===== config.mk =====
export PLATFORM = sky130hd
export DESIGN_NAME = one_shot_timer_table_flat
export DESIGN_NICKNAME = d
export VERILOG_FILES = /design/src/sv/ostt_pkg.sv /design/src/sv/ostt_req_if.sv /design/src/sv/ostt_res_if.sv /design/src/sv/one_shot_timer_table.sv /design/src/sv/ostt_ram.sv /design/src/flat_wrapper.sv
export SDC_FILE = /design/constraint.sdc
export NUM_CORES = 2
export LEC_CHECK = 0
export BUFFER_PORTS_ARGS = -buffer_cell sky130_fd_sc_hd__buf_4
export CORE_MARGIN = 2
export CORE_UTILIZATION = 51
export CTS_BUF_LIST = sky130_fd_sc_hd__clkbuf_4 sky130_fd_sc_hd__clkbuf_8
export DETAILED_ROUTE_END_ITERATION = 6
export PLACE_DENSITY = 0.7
export REMOVE_ABC_BUFFERS = 1
export SLEW_MARGIN = 20
export SYNTH_ARGS = -nofsm -noshare
export SYNTH_HDL_FRONTEND = slang
export SYNTH_HIERARCHICAL = 1
export SYNTH_SLANG_ARGS = --single-unit

===== constraint.sdc =====
create_clock -name i_clk -period 11.7 [get_ports i_clk]
set_input_delay 1.17 -clock i_clk [delete_from_list [all_inputs] [get_ports i_clk]]
set_output_delay 1.17 -clock i_clk [all_outputs]
set_load 0.01 [all_outputs]

===== src/sv/ostt_pkg.sv =====
`timescale 1ns / 1ps

package ostt_pkg;

    localparam int NUM_SLOTS = 64;
    localparam int TAG_BITS  = 16;

    localparam int IDX_W     = (NUM_SLOTS > 1) ? $clog2(NUM_SLOTS) : 1;
    localparam int TIME_W    = 32;
    localparam int DELAY_W   = 24;
    localparam int IN_TAG_W  = 16;
    localparam int SLOT_W    = 6;
    localparam int KIND_W    = 2;
    localparam int ENTRY_W   = TIME_W + TAG_BITS;

    localparam logic OP_SET  = 1'b0;
    localparam logic OP_TICK = 1'b1;

    typedef enum logic [KIND_W-1:0] {
        KIND_ACCEPTED = 2'd0,
        KIND_FULL     = 2'd1,
        KIND_FIRED    = 2'd2
    } t_kind;

    typedef logic [TAG_BITS-1:0] t_tag;
    typedef logic [IDX_W-1:0]    t_idx;
    typedef logic [TIME_W-1:0]   t_time;

    // Keep the low TAG_BITS of a request tag.
    function automatic t_tag keep_tag(input logic [IN_TAG_W-1:0] tag_in);
        logic [31:0] w;
        w = 32'(tag_in);
        return w[TAG_BITS-1:0];
    endfunction

    // Widen or trim a kept tag to the result field.
    function automatic logic [IN_TAG_W-1:0] out_tag(input t_tag tag_in);
        logic [31:0] w;
        w = 32'(tag_in);
        return w[IN_TAG_W-1:0];
    endfunction

endpackage


===== src/sv/ostt_req_if.sv =====
`timescale 1ns / 1ps

interface ostt_req_if;
    logic                              valid;
    logic                              ready;
    logic                              opcode;
    logic [ostt_pkg::DELAY_W-1:0]      delay_ms;
    logic [ostt_pkg::IN_TAG_W-1:0]     tag;

    modport source (output valid, output opcode, output delay_ms, output tag, input ready);
    modport sink   (input valid, input opcode, input delay_ms, input tag, output ready);
endinterface


===== src/sv/ostt_res_if.sv =====
`timescale 1ns / 1ps

interface ostt_res_if;
    logic                              valid;
    logic                              ready;
    ostt_pkg::t_kind                   kind;
    logic [ostt_pkg::SLOT_W-1:0]       slot;
    logic [ostt_pkg::IN_TAG_W-1:0]     fired_tag;
    logic                              last;

    modport source (output valid, output kind, output slot, output fired_tag, output last,
                    input ready);
    modport sink   (input valid, input kind, input slot, input fired_tag, input last,
                    output ready);
endinterface


===== src/sv/one_shot_timer_table.sv =====
`timescale 1ns / 1ps

// Channel   Dir  Payload                              Handshake
// i_req     in   opcode, delay_ms, tag                valid/ready, request taken on both high
// o_res     out  kind, slot, fired_tag, last          valid/ready, result taken on both high
//
// Set: taken when the hold stage is empty; its result passes from the hold stage to the output
// register, and the next request waits until the hold stage is empty again.
// Tick: the scan reads one slot entry per cycle while not stalled and stays busy until every
// slot is checked; the next request waits for the scan to end and the hold stage to empty.
// A stalled output blocks the input; it stalls the scan only when a second due slot needs
// the hold stage. Reset clears time, armed flags and handshake state, not the slot memory.

module one_shot_timer_table (
    input  logic          i_clk,
    input  logic          i_rst_n,
    ostt_req_if.sink      i_req,
    ostt_res_if.source    o_res
);

    typedef enum logic [1:0] {
        S_IDLE = 2'b01,
        S_SCAN = 2'b10
    } t_state;

    localparam ostt_pkg::t_idx LAST_SLOT = ostt_pkg::IDX_W'(ostt_pkg::NUM_SLOTS - 1);

    // Control state
    t_state                          r_state,      n_state;
    ostt_pkg::t_time                 r_now,        n_now;
    logic [ostt_pkg::NUM_SLOTS-1:0]  r_armed,      n_armed;
    ostt_pkg::t_idx                  r_rd_idx,     n_rd_idx;
    logic                            r_rd_more,    n_rd_more;
    logic                            r_chk_valid,  n_chk_valid;
    ostt_pkg::t_idx                  r_chk_idx,    n_chk_idx;
    logic                            r_hold_valid, n_hold_valid;
    logic                            r_hold_last,  n_hold_last;
    logic                            r_out_valid,  n_out_valid;

    // Payload of the hold stage and the output register
    ostt_pkg::t_kind                 r_hold_kind,  n_hold_kind;
    logic [ostt_pkg::SLOT_W-1:0]     r_hold_slot,  n_hold_slot;
    ostt_pkg::t_tag                  r_hold_tag,   n_hold_tag;
    ostt_pkg::t_kind                 r_out_kind,   n_out_kind;
    logic [ostt_pkg::SLOT_W-1:0]     r_out_slot,   n_out_slot;
    logic [ostt_pkg::IN_TAG_W-1:0]   r_out_tag,    n_out_tag;
    logic                            r_out_last,   n_out_last;

    // Datapath
    logic                            req_accept;
    logic [ostt_pkg::NUM_SLOTS-1:0]  free_vec;
    logic [ostt_pkg::NUM_SLOTS-1:0]  free_low;
    ostt_pkg::t_idx                  free_idx;
    logic                            table_full;
    ostt_pkg::t_tag                  req_tag;
    logic                            ram_wr_en;
    logic [ostt_pkg::ENTRY_W-1:0]    ram_wr_data;
    logic                            ram_rd_en;
    logic [ostt_pkg::ENTRY_W-1:0]    ram_rd_data;
    ostt_pkg::t_time                 rd_deadline;
    ostt_pkg::t_tag                  rd_tag;
    ostt_pkg::t_time                 age;
    logic                            fire;
    logic                            out_free;
    logic                            move;
    logic                            stall;

    assign req_accept = i_req.valid && i_req.ready;
    assign req_tag    = ostt_pkg::keep_tag(i_req.tag);

    // Lowest free slot: isolate the lowest set bit of the free vector, then encode it.
    always_comb begin
        free_vec = ~r_armed;
        free_low = free_vec & (~free_vec + ostt_pkg::NUM_SLOTS'(1));
        free_idx = '0;
        for (int i = 0; i < ostt_pkg::NUM_SLOTS; i++) begin
            if (free_low[i]) begin
                free_idx = free_idx | ostt_pkg::IDX_W'(i);
            end
        end
        table_full = ~|free_vec;
    end

    // Slot memory: {tag, deadline} per slot.
    assign ram_wr_en   = req_accept && (i_req.opcode == ostt_pkg::OP_SET) && !table_full;
    assign ram_wr_data = {req_tag, r_now + ostt_pkg::TIME_W'(i_req.delay_ms)};

    ostt_ram #(
        .WIDTH (ostt_pkg::ENTRY_W),
        .DEPTH (ostt_pkg::NUM_SLOTS)
    ) u_slot_ram (
        .i_clk     (i_clk),
        .i_wr_en   (ram_wr_en),
        .i_wr_addr (free_idx),
        .i_wr_data (ram_wr_data),
        .i_rd_en   (ram_rd_en),
        .i_rd_addr (r_rd_idx),
        .o_rd_data (ram_rd_data)
    );

    assign rd_deadline = ram_rd_data[ostt_pkg::TIME_W-1:0];
    assign rd_tag      = ram_rd_data[ostt_pkg::ENTRY_W-1:ostt_pkg::TIME_W];

    // Wrap-safe due test: elapsed time since the deadline lies in the lower half range.
    assign age  = r_now - rd_deadline;
    assign fire = (r_state == S_SCAN) && r_chk_valid && r_armed[r_chk_idx]
                  && !age[ostt_pkg::TIME_W-1];

    // The hold stage keeps the latest fired slot until we know whether another follows.
    // Move it to the output once its last flag is settled, or when a new fire displaces it.
    assign out_free  = !r_out_valid || o_res.ready;
    assign move      = r_hold_valid && out_free && (r_hold_last || fire);
    assign stall     = fire && r_hold_valid && !move;
    assign ram_rd_en = (r_state == S_SCAN) && !stall && r_rd_more;

    assign i_req.ready = (r_state == S_IDLE) && !r_hold_valid;

    always_comb begin
        n_state      = r_state;
        n_now        = r_now;
        n_armed      = r_armed;
        n_rd_idx     = r_rd_idx;
        n_rd_more    = r_rd_more;
        n_chk_valid  = r_chk_valid;
        n_chk_idx    = r_chk_idx;
        n_hold_valid = r_hold_valid;
        n_hold_last  = r_hold_last;
        n_hold_kind  = r_hold_kind;
        n_hold_slot  = r_hold_slot;
        n_hold_tag   = r_hold_tag;
        n_out_valid  = r_out_valid;
        n_out_kind   = r_out_kind;
        n_out_slot   = r_out_slot;
        n_out_tag    = r_out_tag;
        n_out_last   = r_out_last;

        unique case (r_state)
            S_IDLE: begin
                if (req_accept) begin
                    if (i_req.opcode == ostt_pkg::OP_SET) begin
                        // Claim a slot or report full; the result is complete at once.
                        n_hold_valid = 1'b1;
                        n_hold_last  = 1'b1;
                        n_hold_tag   = req_tag;
                        if (table_full) begin
                            n_hold_kind = ostt_pkg::KIND_FULL;
                            n_hold_slot = '0;
                        end else begin
                            n_hold_kind       = ostt_pkg::KIND_ACCEPTED;
                            n_hold_slot       = ostt_pkg::SLOT_W'(free_idx);
                            n_armed[free_idx] = 1'b1;
                        end
                    end else begin
                        // Advance time, then sweep every slot.
                        n_now       = r_now + ostt_pkg::TIME_W'(1);
                        n_state     = S_SCAN;
                        n_rd_idx    = '0;
                        n_rd_more   = 1'b1;
                        n_chk_valid = 1'b0;
                    end
                end
            end
            S_SCAN: begin
                if (!stall) begin
                    n_chk_valid = r_rd_more;
                    n_chk_idx   = r_rd_idx;
                    if (r_rd_more) begin
                        if (r_rd_idx == LAST_SLOT) begin
                            n_rd_more = 1'b0;
                        end else begin
                            n_rd_idx = r_rd_idx + ostt_pkg::IDX_W'(1);
                        end
                    end
                    if (!r_rd_more && !r_chk_valid) begin
                        // Sweep done: the held result, if any, ends the run.
                        n_state     = S_IDLE;
                        n_hold_last = 1'b1;
                    end
                end
            end
            default: begin
                n_state = S_IDLE;
            end
        endcase

        if (move) begin
            n_out_valid = 1'b1;
            n_out_kind  = r_hold_kind;
            n_out_slot  = r_hold_slot;
            n_out_tag   = ostt_pkg::out_tag(r_hold_tag);
            n_out_last  = r_hold_last;
        end else if (o_res.ready) begin
            n_out_valid = 1'b0;
        end

        if (fire && !stall) begin
            // Capture the due slot and disarm it.
            n_hold_valid       = 1'b1;
            n_hold_last        = 1'b0;
            n_hold_kind        = ostt_pkg::KIND_FIRED;
            n_hold_slot        = ostt_pkg::SLOT_W'(r_chk_idx);
            n_hold_tag         = rd_tag;
            n_armed[r_chk_idx] = 1'b0;
        end else if (move) begin
            n_hold_valid = 1'b0;
        end
    end

    always_ff @(posedge i_clk) begin
        if (!i_rst_n) begin
            r_state      <= S_IDLE;
            r_now        <= '0;
            r_armed      <= '0;
            r_rd_idx     <= '0;
            r_rd_more    <= 1'b0;
            r_chk_valid  <= 1'b0;
            r_chk_idx    <= '0;
            r_hold_valid <= 1'b0;
            r_hold_last  <= 1'b0;
            r_out_valid  <= 1'b0;
        end else begin
            r_state      <= n_state;
            r_now        <= n_now;
            r_armed      <= n_armed;
            r_rd_idx     <= n_rd_idx;
            r_rd_more    <= n_rd_more;
            r_chk_valid  <= n_chk_valid;
            r_chk_idx    <= n_chk_idx;
            r_hold_valid <= n_hold_valid;
            r_hold_last  <= n_hold_last;
            r_out_valid  <= n_out_valid;
        end
    end

    always_ff @(posedge i_clk) begin
        r_hold_kind <= n_hold_kind;
        r_hold_slot <= n_hold_slot;
        r_hold_tag  <= n_hold_tag;
        r_out_kind  <= n_out_kind;
        r_out_slot  <= n_out_slot;
        r_out_tag   <= n_out_tag;
        r_out_last  <= n_out_last;
    end

    assign o_res.valid     = r_out_valid;
    assign o_res.kind      = r_out_kind;
    assign o_res.slot      = r_out_slot;
    assign o_res.fired_tag = r_out_tag;
    assign o_res.last      = r_out_last;

endmodule


===== src/sv/ostt_ram.sv =====
`timescale 1ns / 1ps

module ostt_ram #(
    parameter int WIDTH = 8,
    parameter int DEPTH = 16
) (
    input  logic                                     i_clk,
    input  logic                                     i_wr_en,
    input  logic [((DEPTH > 1) ? $clog2(DEPTH) : 1)-1:0] i_wr_addr,
    input  logic [WIDTH-1:0]                         i_wr_data,
    input  logic                                     i_rd_en,
    input  logic [((DEPTH > 1) ? $clog2(DEPTH) : 1)-1:0] i_rd_addr,
    output logic [WIDTH-1:0]                         o_rd_data
);

    logic [WIDTH-1:0] r_mem [DEPTH];
    logic [WIDTH-1:0] r_rd_data;

    always_ff @(posedge i_clk) begin
        if (i_wr_en) begin
            r_mem[i_wr_addr] <= i_wr_data;
        end
        if (i_rd_en) begin
            r_rd_data <= r_mem[i_rd_addr];
        end
    end

    assign o_rd_data = r_rd_data;

endmodule


===== src/flat_wrapper.sv =====
// flat-port wrapper written by rule: the top's interface ports become plain ports
module one_shot_timer_table_flat 
  (i_clk, i_rst_n, i_req_valid, i_req_opcode, i_req_delay_ms, i_req_tag, i_req_ready, o_res_valid, o_res_kind, o_res_slot, o_res_fired_tag, o_res_last, o_res_ready);
  ostt_req_if i_req_i ();
  ostt_res_if o_res_i ();
  input  logic i_clk;
  input  logic i_rst_n;
  input wire logic [$bits(i_req_i.valid)-1:0] i_req_valid;
  input wire logic [$bits(i_req_i.opcode)-1:0] i_req_opcode;
  input wire logic [$bits(i_req_i.delay_ms)-1:0] i_req_delay_ms;
  input wire logic [$bits(i_req_i.tag)-1:0] i_req_tag;
  output wire logic [$bits(i_req_i.ready)-1:0] i_req_ready;
  output wire logic [$bits(o_res_i.valid)-1:0] o_res_valid;
  output wire logic [$bits(o_res_i.kind)-1:0] o_res_kind;
  output wire logic [$bits(o_res_i.slot)-1:0] o_res_slot;
  output wire logic [$bits(o_res_i.fired_tag)-1:0] o_res_fired_tag;
  output wire logic [$bits(o_res_i.last)-1:0] o_res_last;
  input wire logic [$bits(o_res_i.ready)-1:0] o_res_ready;
  assign i_req_i.valid = i_req_valid;
  assign i_req_i.opcode = i_req_opcode;
  assign i_req_i.delay_ms = i_req_delay_ms;
  assign i_req_i.tag = i_req_tag;
  assign i_req_ready = i_req_i.ready;
  assign o_res_valid = o_res_i.valid;
  assign o_res_kind = o_res_i.kind;
  assign o_res_slot = o_res_i.slot;
  assign o_res_fired_tag = o_res_i.fired_tag;
  assign o_res_last = o_res_i.last;
  assign o_res_i.ready = o_res_ready;
  one_shot_timer_table u_core (.i_clk(i_clk), .i_rst_n(i_rst_n), .i_req(i_req_i), .o_res(o_res_i));
endmodule

==> flow_summary_export.csv <==
group,metric,value,unit
power_and_ir_drop,p_leak,43.9,nW
flow_run,drv_cap,0,
place,finalWeightedCongestion,0.903,
logic_synthesis,synth_warnings,6,
logic_synthesis,ys.flop_type,"edfxtp_1",
logic_synthesis,synthMuxAreaShare,0.141,
final_layout,multi_input_area,30300,um2
run_status,violations,"design-rule violations",
clocking,cts_tree,"done",
timing,worst_pin_slew,1.16,ns
detailed_routing,wl_per_cell,34.9,um
grt,grt_usage,0.283,
final_layout,utilization,0.575,
grt,grt_max_degree,116,
grt,grt_first_pass_wirelength,513,mm
final_layout,finish.net_count,6852,
die,fp.dieH,507,um
power_and_ir_drop,ir_worst_vdd,0.129,mV
timing,grt_setup_unrepaired,"no",
final_layout,postLayoutCellArea,145000,um2
logic_synthesis,synth_edf_count,3167,
worst_setup_path,worstPathArrival,7.43,ns
worst_setup_path,startpoint_type,"flop",
worst_setup_path,worstPathMaxFanout,28,
clocking,clk_root_buffer_cell,"clkbuf_8",
final_layout,ff_latch_area,97500,um2
clocking,clockBufferDepth,4,
die,die_area,257000,um2
logic_synthesis,synth_fa_ha_area_frac,0.00558,
logic_synthesis,synth-simple-area-share,0.0299,
power_and_ir_drop,power_density,158,nW/um2
detailed_routing,totalWireLength,365,mm
grt,grt_pass1_vias,69000,
timing,setup_violations,0,
power_and_ir_drop,intPower,0.0182,W
place,numPortBuffers,71,
detailed_routing,vias,69500,
logic_synthesis,synth_top_family_by_area,"multiplexers",
final_layout,stdcell_count,10500,
die,ios,72,
die,rows,184,
clocking,hold_buffers,0,
logic_synthesis,avgSynthCellArea,20.5,um2
die,core-area,252000,um2
clocking,h-tree-depth,6,
run_status,status,"complete, but fails checks",
clocking,clk_latency,1.11,ns
final_layout,fill_cells,18200,
logic_synthesis,synth_xor_area_frac,0.00373,
logic_synthesis,netlist_area,129000,um2
detailed_routing,ant_nets,0,
clocking,cts_resized,0,
power_and_ir_drop,seqPwrFrac,0.563,
detailed_routing,drt_first_pass_iters,7,
grt,overflow,0,
timing,hold_viol,0,
logic_synthesis,netlist_instances,6288,
timing,holdWs,0.416,ns
timing,slew_viol_final,0,
final_layout,syn2layout_area_growth,12.0,%
hold_path,hp-class,"flop to flop",
clocking,cts_buffers,543,
detailed_routing,first_iter_violations,10300,
worst_setup_path,endpoint_kind,"flop",
timing,period_minus_slack,6.71,ns
logic_synthesis,ys_seq_area_frac,0.754,
timing,max_slew_margin,0.227,
logic_synthesis,synth_compound_gate_area_share,0.0472,
power_and_ir_drop,switching_share,0.206,
power_and_ir_drop,p_switching,0.00473,W
power_and_ir_drop,p_comb_frac,0.015,
die,die_x,507,um
grt,antenna_found_initial,9,
final_layout,final_common_cell,"edfxtp_1",
detailed_routing,vias_per_cell,6.63,
final_layout,final_cell_mix,"edfxtp_1, mux4_2, clkbuf_8",
place,post-dp-hpwl,208,mm
power_and_ir_drop,clockPowerShare,0.422,
timing,fin_skew,0.104,ns
clocking,clk_pin_slew,0.06,ns
worst_setup_path,crit_required,12.42,ns
final_layout,layout-drive-gt1-share,0.291,
clocking,cts_setup_buffers,0,
worst_setup_path,crit_type,"flop to flop",
detailed_routing,post-route-drc-count,1,
die,initial_utilization,0.513,
timing,fin_crit_sh,0.574,
timing,max_freq,149,MHz
place,post_dp_cell_area,134000,um2
logic_synthesis,synth-seq-cells,3284,
place,placed_cells_incl_taps,9553,
logic_synthesis,ys_async_sr_fraction,0,
clocking,clock-sinks,3284,
logic_synthesis,ys_types,95,
[state kept, by name, indices dropped and copies added, names as in the netlist]
register                     count
u_core/u_slot_ram/r_mem       3072
u_core/r_armed                  64
u_core/u_slot_ram/o_rd_data     48
u_core/r_now                    32
u_core/o_res.fired_tag          16
u_core/r_hold_tag               16
u_core/o_res.slot                6
u_core/r_chk_idx                 6
u_core/r_hold_slot               6
u_core/r_rd_idx                  6
u_core/o_res.kind                2
u_core/r_hold_kind               2
u_core/r_state                   2
u_core/o_res.last                1
u_core/o_res.valid               1
u_core/r_chk_valid               1
u_core/r_hold_last               1
u_core/r_hold_valid              1
u_core/r_rd_more                 1
[Yosys cell counts, types with 16 or more instances]
cell type  count  area share
a211oi_1      49      0.0028
a21o_1        24      0.0014
a21oi_1      128      0.0050
a221oi_1      92      0.0062
a22o_1        57      0.0039
a22oi_1       77      0.0045
a31oi_1       35      0.0017
and2_1        37      0.0018
and3_1        20     0.00097
buf_2         99      0.0038
buf_4         61      0.0035
buf_6         18      0.0016
clkbuf_1     136      0.0040
clkbuf_8      16      0.0017
dfxtp_1      117       0.018
edfxtp_1    3167        0.74
ha_1          56      0.0054
inv_1         65      0.0019
mux2_2        39      0.0034
mux2i_1       78      0.0060
mux4_2       756        0.13
nand2_1      153      0.0044
nand2b_1      22      0.0011
nand3_1       68      0.0026
nand4_1       44      0.0021
nor2_1       223      0.0065
nor2b_1       38      0.0018
nor3_1        25     0.00097
nor4_1        21      0.0010
o21ai_0       45      0.0017
o221ai_1      33      0.0022
o22ai_1      129      0.0062
o311a_1       24      0.0019
o31ai_1       49      0.0028
xnor2_1       45      0.0031
[power groups by stage]
stage               clock [W]  combinational (W)  sequential (W)
floorplan                   0           0.000135          0.0132
global placement            0           0.000320          0.0131
detailed placement          0           0.000337          0.0131
CTS                   0.00979           0.000336          0.0129
global route           0.0103           0.000360          0.0129
finish                0.00967           0.000337          0.0129
[worst max-delay path, cell delays in order, from the launching register on]
cell	delay, ns
dfxtp_1	0.45
nand4_1	0.50
nor4_2	0.95
nand2_1	0.35
nor4_1	0.64
nor4b_1	0.11
and3_2	0.32
inv_2	0.30
nand4_1	0.81
nor2_4	1.17
buf_4	0.62
[layout make-up]
type                    instances  share of cell area
diodes                          7            0.000121
clock buffers                 745              0.0631
clock inverters               173             0.00751
inverters                      68             0.00176
multi-input cells            2579               0.210
flip-flops and latches       3284               0.674
well taps                    3348              0.0290
repair buffers                274              0.0151
[through the flow]
stage                     total power [W]  setup WS [ns]  TNS [ns]
after floorplan                    0.0133         -22.36  -1244.32
after global placement             0.0135           5.05         0
after detailed placement           0.0135           5.06         0
after CTS                          0.0230           5.05         0
after global routing               0.0236           4.72         0
final                              0.0229           4.99         0
[routing by layer]
layer	routed length [um]	global-route usage	vias to the layer above
li1	-	-	27500
met1	136000	0.389	36500
met2	171000	0.436	4623
met3	42400	0.0710	816
met4	16300	0.117	10
met5	65	0	-
[worst paths after layout]
kind | start | endpoint | slack (ns) | cells after the start
max reg2reg | u_core/r_armed[25] | u_core/u_slot_ram/r_mem[31][41] | 4.99 | 10
min | u_core/r_hold_tag[14] | u_core/o_res.fired_tag[14] | 0.42 | 0
min reg2reg | u_core/r_hold_tag[14] | u_core/o_res.fired_tag[14] | 0.42 | 0
max | u_core/r_armed[25] | u_core/u_slot_ram/r_mem[31][41] | 4.99 | 10
[kinds of logic after synthesis]
family	count (synthesis)
xor+xnor	55
compound gates	845
fa+ha+maj	57
mux	874
simple gates	748
buf+inv	425
flops	3284
Power figures use the tool's default switching activity.
